[config.mk]
export PLATFORM = sky130hd
export DESIGN_NAME = fbvt_ctrl
export DESIGN_NICKNAME = d
export VERILOG_FILES = /design/src/rtl/fbvt_pkg.sv /design/src/rtl/fbvt_ctrl.sv
export SDC_FILE = /design/constraint.sdc
export NUM_CORES = 1
export LEC_CHECK = 0
export BUFFER_PORTS_ARGS = -buffer_cell sky130_fd_sc_hd__buf_2
export CAP_MARGIN = 20
export CORE_ASPECT_RATIO = 1.1
export CORE_MARGIN = 2
export CORE_UTILIZATION = 30
export CTS_CLUSTER_SIZE = 14
export DETAILED_ROUTE_END_ITERATION = 8
export GPL_TIMING_DRIVEN = 0
export PLACE_DENSITY = 0.51
export SYNTH_ARGS = -nofsm -noshare
export SYNTH_HDL_FRONTEND = slang
export SYNTH_SLANG_ARGS = --single-unit
[constraint.sdc]
create_clock -name clk -period 2.1 [get_ports clk]
set_input_delay 0.21 -clock clk [delete_from_list [all_inputs] [get_ports clk]]
set_output_delay 0.21 -clock clk [all_outputs]
set_load 0.03 [all_outputs]
[src/rtl/fbvt_pkg.sv]
// shared types and constants for the frustum box visibility test unit
package fbvt_pkg;

	localparam int FracBitsDefault = 16;
	localparam int NumPlanes = 6;
	localparam int CoefW = 33;
	localparam int ValW = 32;
	localparam int AccW = 72;

	localparam logic [1:0] CMD_LOAD   = 2'd0;
	localparam logic [1:0] CMD_PLACE  = 2'd1;
	localparam logic [1:0] CMD_TEST   = 2'd2;
	localparam logic [1:0] CMD_UNUSED = 2'd3;

	typedef struct packed {
		logic       load;
		logic       place;
		logic       xform;
		logic [1:0] axis;
		logic       sel_max;
		logic       mac_clr;
		logic       mac_en;
		logic [2:0] plane;
		logic [1:0] coef;
	} fbvt_cmd_t;

	typedef struct packed {
		logic neg;
	} fbvt_stat_t;

endpackage

[src/rtl/fbvt_ctrl.sv]
// controller: sequences transform and plane accumulation per test request
module fbvt_ctrl (
	input  logic                clk,
	input  logic                arst_n,
	input  logic                start,
	input  logic [1:0]          command,
	input  fbvt_pkg::fbvt_stat_t stat,
	output fbvt_pkg::fbvt_cmd_t cmd,
	output logic                busy,
	output logic                done,
	output logic                in_view
);
	import fbvt_pkg::*;

	typedef enum logic [1:0] {S_IDLE, S_XFORM, S_MAC, S_DONE} state_t;

	state_t     state_q;
	logic [2:0] step_q;
	logic [2:0] plane_q;
	logic [1:0] coef_q;
	logic       vis_q;
	logic       take;

	assign take = start && !busy;
	assign busy = (state_q != S_IDLE);

	always_comb begin
		cmd         = '0;
		cmd.load    = take && (command == CMD_LOAD);
		cmd.place   = take && (command == CMD_PLACE);
		cmd.mac_clr = (take && (command == CMD_TEST)) || (state_q == S_MAC && coef_q == 2'd0);
		cmd.mac_en  = (state_q == S_MAC);
		cmd.xform   = (state_q == S_XFORM);
		cmd.axis    = 2'(step_q >> 1);
		cmd.sel_max = step_q[0];
		cmd.plane   = plane_q;
		cmd.coef    = coef_q;
	end

	always_ff @(posedge clk or negedge arst_n) begin
		if (!arst_n) begin
			state_q <= S_IDLE;
			step_q  <= '0;
			plane_q <= '0;
			coef_q  <= '0;
			vis_q   <= 1'b1;
			done    <= 1'b0;
			in_view <= 1'b0;
		end else begin
			done <= 1'b0;
			case (state_q)
				S_IDLE: begin
					if (take && command == CMD_TEST) begin
						state_q <= S_XFORM;
						step_q  <= '0;
					end
				end
				S_XFORM: begin
					if (step_q == 3'd5) begin
						step_q  <= '0;
						state_q <= S_MAC;
						plane_q <= '0;
						coef_q  <= '0;
						vis_q   <= 1'b1;
					end else begin
						step_q <= step_q + 3'd1;
					end
				end
				S_MAC: begin
					if (coef_q == 2'd0 && plane_q != 3'd0 && stat.neg)
						vis_q <= 1'b0;
					coef_q <= coef_q + 2'd1;
					if (coef_q == 2'd3) begin
						if (plane_q == 3'(NumPlanes - 1))
							state_q <= S_DONE;
						else
							plane_q <= plane_q + 3'd1;
					end
				end
				S_DONE: begin
					in_view <= vis_q && !stat.neg;
					done    <= 1'b1;
					state_q <= S_IDLE;
				end
				default: state_q <= S_IDLE;
			endcase
		end
	end

`ifndef SYNTHESIS
	a_done_after_finish: assert property (@(posedge clk) disable iff (!arst_n)
		state_q == S_DONE |=> done) else $error("done missing after finish");
	a_done_idle: assert property (@(posedge clk) disable iff (!arst_n)
		done |-> state_q == S_IDLE) else $error("done outside idle");
	a_plane_range: assert property (@(posedge clk) disable iff (!arst_n)
		plane_q < 3'(NumPlanes)) else $error("plane index out of range");
`endif

endmodule

==> metrics.yaml, run 1 <==
power_and_ir_drop:
  powerDensity_nw_per_um2: 1630
  p_leak_nw: 0.530
  p_int_w: 0.000825
  comb_power_share_pct: 63.2
  clkPwrFrac_pct: 9.4
  vdd_drop_max_mv: 0.721
  seqPwrFrac_pct: 27.4
  swShare_pct: 52.1
  finalPower_w: 0.00172
  switching_power_w: 0.000898
synthesis:
  synth_area_leaders: "dfrtp_1 (34%), ha_1 (14%), inv_1 (5.2%)"
  synth_cell_type_count: 32
  async_flop_share_pct: 100
  ys.warnings.count: 0
  synth_top_area_share_pct: 34.4
  syn_inst: 93
  avgSynthCellArea_um2: 9.38
  yosysTopAreaCell: "dfrtp_1"
  ys.flop_type: "dfrtp_1"
  syn-num-nets: 109
  yosysSeqAreaShare_pct: 37.4
  synth-seq-cells: 13
  netlist_area_um2: 872
  synth_edf_count: 0
  synth_common_cells: "dfrtp_1 (12), inv_1 (12), ha_1 (10), nand2_1 (10), o21ai_0 (8)"
drt:
  vias_per_cell: 5.05
  drt_iter0_drc: 8
  vias: 768
  wl_per_cell_um: 12.5
  drt-total-wl_um: 1900
  drc: 0
  detail-route-antenna-nets: 0
  drtPass1Iterations: 4
clocking:
  clkLatencyLatePin_ns: 0.28
  htreeDepth: 1
  cts_buffer_depth: 2
  numCtsBuffers: 3
  cts_tree: "done"
  clk_pin_slew_ns: 0.09
  cts_root_buf: "clkbuf_4"
  cts_sinks: 13
sta:
  hold_viol_final: 0
  finalSetupViolCount: 0
  drv_slew: 0
  worstMarginPinSlew_ns: 0.319
  clock.fmax_ghz: 0.531
  final.setup_skew_ns: 0.00234
  fin_crit_ns: 1.88
  maxSlewHeadroom_pct: 78.7
  layout_worst_path_cycle_share_pct: 89.6
  rsz0062_at_grt: "no"
  setup_tns_ns: 0
  whs_ns: 0.212
grt:
  gr-usage-all-layers_pct: 12.3
  grt_max_degree: 14
  grt_pass1_vias: 710
  grt_pass1_wl_um: 3190
  grt_overflow: 0
  antenna_found_initial: 0
worst_setup_path:
  cp.required_ns: 1.89
  r2r_start: "state_q[1]$_DFFE_PN0P_"
  worstSetupPathType: "reg2out"
  worstSetupStartpoint: "state_q[0]$_DFFE_PN0P_"
  crit_path_start_kind: "flip-flop"
  endpoint_kind: "output port"
  crit_path_max_fanout: 5
  arrival_ns: 1.67
final_layout:
  num_antenna_cells: 0
  syn_to_final_growth_pct: 21.1
  multi_input_area_um2: 487
  num-fill-cells: 281
  drive_above_1_share_pct: 29.4
  utilization_pct: 38.0
  regArea_um2: 327
  layout.nets: 136
die:
  die_area_um2: 3350
  start_util_pct: 31.4
  core.rowCount: 20
  die_x_um: 55.4
  core_um2: 2780
  io_pins: 22
  die_y_um: 60.6
placement:
  port_buffers: 21
  dpl.hpwl_um: 1440
  gp_congestion: 0.808
worst_hold_path:
  min_from: "stat"
  hp-class: "in2reg"
status:
  status: "complete, no violations"
flow_run:
  cap_violations: 0
## registers in the layout, summed over array words and instances (netlist names)
| signal | cells |
|---|---|
| plane_q | 3 |
| in_view | 1 |
| state_q | 2 |
| done | 1 |
| vis_q | 1 |
| coef_q | 2 |
| step_q | 3 |
## kinds of logic after synthesis
group           after synthesis  share of synthesized area (%)
simple gates                 30                           19.1
compound gates               20                           16.2
buf+inv                      15                           6.74
flops                        13                           37.4
fa+ha+maj                    10                           14.3
mux                           4                           5.16
xor+xnor                      1                           1.00
## power groups by stage
stage	logic (W)	registers, W	clock network [W]
6_report	0.00109	0.000472	0.000163
5_1_grt	0.00119	0.000488	0.000184
4_1_cts	0.00110	0.000474	0.000169
3_5_place_dp	0.00109	0.000479	0
3_3_place_gp	0.00107	0.000477	0
2_1_floorplan	0.000671	0.000619	0
## critical path: stages (launching register included)
cell     delay, ns
dfrtp_1       0.41
inv_1         0.13
ha_1          0.29
nand2_1       0.12
nor3b_1       0.21
buf_2         0.23
## layout make-up
cell class	instances	area share, %
clock buffers	4	2.49
flip-flops and latches	13	30.9
inverters	12	4.27
plain buffers	3	1.42
well taps	33	3.91
multi-input cells	65	46.1
repair buffers	22	10.9
## cell usage in the layout, fill, tap and decap left out, types with 2 or more instances in the layout
cell / count
a21oi_1: 3
nor2_1: 3
nand2_1: 10
mux2i_1: 3
o21ai_0: 8
dfrtp_1: 12
a221o_1: 2
clkbuf_4: 3
ha_1: 10
inv_1: 12
nand3_1: 5
nor3_1: 2
nand2_2: 2
nand2b_1: 2
buf_2: 22
clkbuf_2: 2
## layer usage
| metal | wire, um | global-route usage [%] |
|---|---|---|
| met1 | 851 | 14.4 |
| met4 | 33 | 6.27 |
| met2 | 934 | 21.4 |
| met3 | 85 | 2.99 |
| met5 | 0 | 0 |
## final timing paths
| check | slack, ns | cells past startpoint | end |
|---|---|---|---|
| min | 0.21 | 3 | in_view$_DFFE_PN0P_ |
| min reg2reg | 0.51 | 2 | vis_q$_DFFE_PN1P_ |
| max reg2reg | 0.46 | 6 | step_q[1]$_DFFE_PN0P_ |
| min in group asynchronous | 0.35 | 2 | plane_q[2]$_DFFE_PN0P_ |
| max | 0.22 | 5 | cmd[11] |
| max in group asynchronous | 1.47 | 2 | vis_q$_DFFE_PN1P_ |
## per-stage QoR
step | instance area (um^2) | setup slack [ns] | instances
6_report | 1060 | 0.218 | 152
5_1_grt | 1060 | 0.0592 | 152
4_1_cts | 1050 | 0.0437 | 152
3_5_place_dp | 1020 | 0.357 | 147
3_3_place_gp | 1020 | 0.386 | 147
2_1_floorplan | 872 | 0.309 | 93
## what timing repair did
item / 4_1_cts / 5_1_grt
hold buffers: 1 / 0
buffers inserted: 0 / 0
endpoints found under the setup margin: 0 / 1
resized for setup: 0 / 2
endpoints found under the hold margin: 12 / 0
(Power assumes the default switching activity.)
==> run 2, diff against run 1 <==
--- a/config.mk
+++ b/config.mk
@@ -5,6 +5,7 @@
 export SDC_FILE = /design/constraint.sdc
 export NUM_CORES = 1
 export LEC_CHECK = 0
+export ABC_AREA = 1
 export BUFFER_PORTS_ARGS = -buffer_cell sky130_fd_sc_hd__buf_2
 export CAP_MARGIN = 20
 export CORE_ASPECT_RATIO = 1.1
==> run 2 against run 1 <==
Compared with the run above:
- clock skew is 0.0035 ns higher
- combinational power decreased by 15%
- worst setup slack gained 0.096 ns
- final cell count increased by 8.6%
- critical path depth is 2 higher
- clock-buffer cell count unchanged
- hold slack improved by 0.022 ns
- flip-flop and latch count did not move
- clock power decreased by 5%
- total power is 11% lower
- maximum frequency rose by 5.4%
- sequential power is 4.7% lower
- critical endpoint is now cmd[6]
- largest cell class unchanged
- highest routed layer unchanged
==> metrics.yaml, run 2 <==
final_layout:
  drive_above_1_share_pct: 26.5  # -2.9 points
  final_cell_mix: "nand2_1 (33), buf_2 (21), inv_1 (15), dfrtp_1 (12), ha_1 (10)"
  layout.nets: 149  # +9.6%
  syn_to_final_growth_pct: 21.8
  regArea_um2: 327  # unchanged
  num_antenna_cells: 0  # unchanged
  finalInstanceArea_um2: 1020  # -3.4%
  multi_input_area_um2: 443  # -9.0%
  num-fill-cells: 303  # +7.8%
  final_common_cell: "nand2_1"
  reg_top3: "plane_q (3), step_q (3)"
power_and_ir_drop:
  p_leak_nw: 0.582  # +9.9%
  vdd_drop_max_mv: 0.613  # -15%
  swShare_pct: 52.6  # +0.47 points
  powerDensity_nw_per_um2: 1500  # -7.9%
  switching_power_w: 0.000806  # -10%
  seqPwrFrac_pct: 29.3  # +1.9 points
  clkPwrFrac_pct: 10.1  # +0.7 points
  p_int_w: 0.000726  # -12%
  finalPower_w: 0.00153  # -11%
  comb_power_share_pct: 60.5  # -2.7 points
synthesis:
  synth_edf_count: 0  # unchanged
  yosysMostFrequentCell: "nand2_1"
  syn_inst: 106  # +14%
  synth_top_area_share_pct: 35.9  # +1.4 points
  yosys.area_share.xor_xnor_pct: 1.05  # +0.042 points
  synth_top_family_by_area: "simple AND/OR/NAND/NOR gates"
  synth_cell_type_count: 21  # -34%
  synth_area_leaders: "dfrtp_1 (36%), ha_1 (15%), nand2_1 (15%)"
  yosysTopAreaCell: "dfrtp_1"
  syn-num-nets: 122  # +12%
  netlist_area_um2: 837  # -4.0%
  async_flop_share_pct: 100  # unchanged
  synth_adder_area_share_pct: 14.9  # +0.60 points
  yosysSeqAreaShare_pct: 39.0  # +1.6 points
  avgSynthCellArea_um2: 7.90  # -16%
  synth-seq-cells: 13  # unchanged
  ys.flop_type: "dfrtp_1"
  muxShareOfSynthArea_pct: 0  # -5.2 points
  synth_common_cells: "nand2_1 (33), inv_1 (15), dfrtp_1 (12)"
  yosys.area_share.simple_pct: 31.8  # +13 points
  ys.warnings.count: 0  # unchanged
  synth_compound_area_share_pct: 5.08  # -11 points
die:
  io_pins: 22  # unchanged
  core.rowCount: 20  # unchanged
  die_area_um2: 3230  # -3.7%
  core_um2: 2700  # -2.7%
  die_x_um: 54.4  # -1.9%
  start_util_pct: 31.0  # -0.42 points
  die_y_um: 59.4  # -1.9%
clocking:
  numCtsBuffers: 3  # unchanged
  clk_pin_slew_ns: 0.08  # about the same
  cts_buffer_depth: 2  # unchanged
  clkLatencyLatePin_ns: 0.28  # about the same
  cts_setup_buffers: 0  # unchanged
  cts_tree: "done"
  htreeDepth: 1  # unchanged
  cts_root_buf: "clkbuf_4"
  cts_resized: 0  # unchanged
  ctsHoldBuffers: 1  # unchanged
  cts_sinks: 13  # unchanged
placement:
  port_buffers: 21  # unchanged
  dpl.hpwl_um: 1330  # -7.5%
  pre_cts_ws_ns: 0.606  # +0.249 ns
  gp_congestion: 0.743  # -8.0%
  placed_area_um2: 983  # -3.4%
sta:
  fin_crit_ns: 1.79  # -0.0958 ns
  drv_slew: 0  # unchanged
  hold_viol_final: 0  # unchanged
  maxSlewHeadroom_pct: 77.7  # -1.0 points
  rsz0062_at_grt: "no"
  final.setup_skew_ns: 0.00585  # +0.00350 ns
  layout_worst_path_cycle_share_pct: 85.1  # -4.6 points
  setup_tns_ns: 0  # unchanged
  setup_slack_ns: 0.313  # +0.0958 ns
  clock.fmax_ghz: 0.560  # +5.4%
  finalSetupViolCount: 0  # unchanged
  worstMarginPinSlew_ns: 0.335  # +0.0156 ns
worst_hold_path:
  hold_end: "in_view$_DFFE_PN0P_"
  hp-class: "in2reg"
  min_from: "stat"
  min_path_cells: 4  # +1
drt:
  drt-total-wl_um: 1710  # -10%
  drc: 0  # unchanged
  wl_per_cell_um: 10.4  # -17%
  drtPass1Iterations: 4  # unchanged
  vias: 725  # -5.6%
  vias_per_cell: 4.39  # -13%
  detail-route-antenna-nets: 0  # unchanged
  drt_iter0_drc: 26  # +18
worst_setup_path:
  worstSetupPathType: "reg2out"
  endpoint_kind: "output port"
  crit_path_max_fanout: 4  # -1
  r2r_start: "state_q[1]$_DFFE_PN0P_"
  cp.required_ns: 1.89  # about the same
  crit_chain: "inv_1 -> ha_1 -> nand2_1 -> inv_1 -> nand2_1 -> nand2_1 -> buf_2"
  rr_worst_depth: 6  # unchanged
  cp_common_cell: "nand2_1"
  crit_slowest_cell: "dfrtp_1"
  crit_path_start_kind: "flip-flop"
  rr_endpoint: "step_q[0]$_DFFE_PN0P_"
  arrival_ns: 1.58  # -0.09 ns
  ff2ff_setup_slack_ns: 0.63  # +0.17 ns
  cpPeakStageDelay_ns: 0.43  # +0.02 ns
grt:
  grt_pass1_wl_um: 3040  # -4.8%
  grt_pass1_vias: 690  # -2.8%
  gr-usage-all-layers_pct: 13.3  # +1.0 points
  antenna_found_initial: 0  # unchanged
  grt_overflow: 0  # unchanged
  grt_max_degree: 14  # unchanged
status:
  status: "complete, no violations"
flow_run:
  cap_violations: 0  # unchanged
## run 2: cell types whose count changed after synthesis, moves of 3 or more
cell	change
inv_1	+3
mux2i_1	-3
nand2_1	+23
nand3_1	+3
nand4_1	+3
o21ai_0	-7
o21ai_1	+3
## run 2: cell families (layout without fill, tap and decap cells)
logic type | count (synthesis) | after routing
fa+ha+maj | 10 | 10
flops | 13 | 13
xor+xnor | 1 | 1
compound gates | 7 | 7
buf+inv | 17 | 43
simple gates | 58 | 58
## run 2: worst max-delay path by stage
stage	from	endpoint	slack, ns	cells after the start
6_report	state_q[0]$_DFFE_PN0P_	cmd[6]	0.31	7
3_5_place_dp	state_q[0]$_DFFE_PN0P_	cmd[6]	0.61	7
3_3_place_gp	state_q[1]$_DFFE_PN0P_	step_q[0]$_DFFE_PN0P_	0.64	6
4_1_cts	state_q[0]$_DFFE_PN0P_	cmd[6]	0.28	7
2_1_floorplan	state_q[0]$_DFFE_PN0P_	cmd[12]	0.49	4
5_1_grt	state_q[0]$_DFFE_PN0P_	cmd[6]	0.10	7
## run 2: power by group through the flow
stage / registers, W / clock network [W] / logic [W]
global placement: 0.000450 / 0 / 0.000923
finish: 0.000450 / 0.000155 / 0.000927
global route: 0.000470 / 0.000178 / 0.00107
detailed placement: 0.000456 / 0 / 0.000937
CTS: 0.000451 / 0.000168 / 0.000942
floorplan: 0.000565 / 0 / 0.000592
## run 2: through the flow
stage                     util [%]  instances  hold slack (ns)
after global placement        36.4        160            0.114
after CTS                     37.7        165            0.219
after global routing          37.7        165            0.272
after detailed placement      36.4        160            0.122
final                         37.7        165            0.234
after floorplan                  -        106          -0.0856
## run 2: worst max-delay path: cells and delay by family (launching register included)
kind / cells / cell delay [ns]
adders and majority gates: 1 / 0.20
DFF: 1 / 0.43
and+or+nand+nor: 3 / 0.30
buffers and inverters: 3 / 0.37
## run 2: cell type report
class	instances	area share, %
buffer	1	0.736
clock buffer	4	2.58
inverter	16	5.89
multi-input combinational	76	43.4
sequential	13	32.0
tap	33	4.05
timing repair buffer	22	11.3
## run 2: routing by layer
layer / up-vias / track usage [%] / part of all wire, %
met5: - / 0 / 0
met4: 0 / 4.29 / 1.2
met3: 2 / 4.55 / 5.8
met2: 16 / 21.9 / 49
met1: 321 / 16.0 / 44
li1: 386 / - / -
==> run 3, diff against run 2 <==
--- a/config.mk
+++ b/config.mk
@@ -15,6 +15,7 @@
 export DETAILED_ROUTE_END_ITERATION = 8
 export GPL_TIMING_DRIVEN = 0
 export PLACE_DENSITY = 0.51
+export SETUP_SLACK_MARGIN = 0.5
 export SYNTH_ARGS = -nofsm -noshare
 export SYNTH_HDL_FRONTEND = slang
 export SYNTH_SLANG_ARGS = --single-unit
==> run 3 against run 2 <==
Compared with the run above:
- first-iteration DRC count shrank 65%
- sequential share of layout area shrank 3.6 points
- register-to-register slack lost 0.05 ns
- die area is the same
- critical path depth shrank 1
- global-route usage shrank 1.2 points
- hold slack lost 0.0093 ns
- highest routed layer unchanged
- flip-flop and latch count is the same
- final area grew 13%
- non-clock buffer count grew 7
==> metrics.yaml, run 3 (synthesis results as in run 2) <==
status:
  status: "complete, no violations"
die:
  core.rowCount: 20  # unchanged
  die_area_um2: 3230  # unchanged
  start_util_pct: 31.0  # unchanged
  io_pins: 22  # unchanged
  die_x_um: 54.4  # unchanged
  core_um2: 2700  # unchanged
  die_y_um: 59.4  # unchanged
grt:
  grt_max_degree: 14  # unchanged
  grt_pass1_vias: 698  # +1.2%
  grt_overflow: 0  # unchanged
  antenna_found_initial: 0  # unchanged
  gr-usage-all-layers_pct: 12.1  # -1.2 points
  grt_pass1_wl_um: 2840  # -6.8%
drt:
  drtPass1Iterations: 4  # unchanged
  drt_iter0_drc: 9  # -65%
  top_layer_used: "met4"
  vias_per_cell: 4.44  # +1.1%
  drc: 0  # unchanged
  wl_met3_um: 88  # -11%
  wl_per_cell_um: 10.4  # +0.42%
  detail-route-antenna-nets: 0  # unchanged
  drt-total-wl_um: 1790  # +4.7%
  met1_length_um: 778  # +2.9%
  vias: 764  # +5.4%
  dr_wl_met2_um: 914  # +9.5%
final_layout:
  final_cell_mix: "nand2_1 (27), buf_2 (19), inv_1 (12), dfrtp_1 (12), nand3_1 (8)"
  layout.nets: 156  # +4.7%
  syn_to_final_growth_pct: 37.2
  drive_above_1_share_pct: 40.3  # +14 points
  multi_input_area_um2: 505  # +14%
  num-fill-cells: 283  # -6.6%
  reg_top3: "plane_q (3), step_q (3)"
  regArea_um2: 327  # unchanged
  final_common_cell: "nand2_1"
  num_antenna_cells: 0  # unchanged
clocking:
  cts_sinks: 13  # unchanged
  htreeDepth: 1  # unchanged
  clkLatencyLatePin_ns: 0.28  # about the same
  cts_root_buf: "clkbuf_4"
  clk_pin_slew_ns: 0.09  # about the same
  cts_buffer_depth: 2  # unchanged
  numCtsBuffers: 3  # unchanged
  cts_tree: "done"
placement:
  gp_congestion: 0.724  # -2.6%
  pre_cts_ws_ns: 0.590  # -0.0159 ns
  port_buffers: 21  # unchanged
  dpl.hpwl_um: 1360  # +1.8%
worst_hold_path:
  hp-class: "in2reg"
worst_setup_path:
  cpPeakStageDelay_ns: 0.41  # -0.02 ns
  crit_path_start_kind: "flip-flop"
  crit_slowest_cell: "dfrtp_1"
  worstSetupPathType: "reg2out"
  crit_path_max_fanout: 3  # -1
  cp_common_cell: "buf_6"
  cp.required_ns: 1.89  # about the same
  arrival_ns: 1.34  # -0.24 ns
  crit_chain: "buf_4 -> ha_4 -> buf_6 -> nand2_4 -> nand2_2 -> buf_6"
  endpoint_kind: "output port"
sta:
  setup_tns_ns: 0  # unchanged
  clock.fmax_ghz: 0.644  # +15%
  setup_slack_ns: 0.548  # +0.234 ns
  fin_crit_ns: 1.55  # -0.234 ns
  rsz0062_at_grt: "no"
  final.setup_skew_ns: 0.0106  # +0.00475 ns
  finalSetupViolCount: 0  # unchanged
  hold_viol_final: 0  # unchanged
  drv_slew: 0  # unchanged
  worstMarginPinSlew_ns: 0.293  # -0.0416 ns
  maxSlewHeadroom_pct: 80.5  # +2.8 points
  layout_worst_path_cycle_share_pct: 73.9  # -11 points
  whs_ns: 0.225  # -0.00934 ns
power_and_ir_drop:
  p_leak_nw: 0.634  # +8.9%
  vdd_drop_max_mv: 0.675  # +10%
  powerDensity_nw_per_um2: 1520  # +1.4%
flow_run:
  cap_violations: 0  # unchanged
[run 3: final cells by class]
class,instances,area share (%)
Buffer,1,0.980
Multi-Input combinational cell,76,44.0
Tap cell,33,3.59
Timing Repair Buffer,29,15.4
Sequential cell,13,28.4
Inverter,16,5.23
Clock inverter,1,0.436
Clock buffer,3,1.96
[run 3: timing repair]
action | CTS | global route
hold buffers | 1 | 0
pin swaps | 0 | 3
cloned | 0 | 0
resized for setup | 10 | 11
endpoints found under the hold margin | 12 | 0
endpoints found under the setup margin | 4 | 6
buffers inserted | 5 | 2
[run 3: layer usage]
metal	vias to the layer above	global-route usage, %
li1	401	-
met2	13	21.0
met4	0	5.36
met1	348	14.0
met5	-	0
met3	2	2.53
[run 3: power by group]
| group | internal, W | total (W) | switching [W] | leakage (nW) |
|---|---|---|---|---|
| clock network | 0.0000706 | 0.000159 | 0.0000882 | 0.0177 |
| logic | 0.000435 | 0.00115 | 0.000711 | 0.448 |
| registers | 0.000354 | 0.000445 | 0.0000914 | 0.168 |
| total | 0.000859 | 0.00175 | 0.000890 | 0.634 |
[run 3: final timing paths]
| path | startpoint | endpoint | slack [ns] | cells after the start |
|---|---|---|---|---|
| max in group asynchronous | arst_n | vis_q$_DFFE_PN1P_ | 1.48 | 2 |
| worst max register to register | state_q[1]$_DFFE_PN0P_ | plane_q[0]$_DFFE_PN0P_ | 0.58 | 10 |
| worst max-delay path | state_q[1]$_DFFE_PN0P_ | cmd[6] | 0.55 | 6 |
| worst min register to register | vis_q$_DFFE_PN1P_ | vis_q$_DFFE_PN1P_ | 0.46 | 2 |
| worst min-delay path | stat | in_view$_DFFE_PN0P_ | 0.23 | 4 |
| min in group asynchronous | arst_n | step_q[2]$_DFFE_PN0P_ | 0.33 | 2 |
[run 3: critical path: cells and delay by family, from the launching register on]
kind,cells,cell delay (ns)
and+or+nand+nor,2,0.10
buffers and inverters,3,0.40
DFF,1,0.41
adders and majority gates,1,0.15
[run 3: through the flow]
stage	utilization, %	total power, W	instances	cell area [um^2]
global placement	36.6	0.00138	160	988
detailed placement	36.6	0.00139	160	988
CTS	40.2	0.00167	170	1090
global route	42.5	0.00192	172	1150
floorplan	-	0.00116	106	842
finish	42.5	0.00175	172	1150
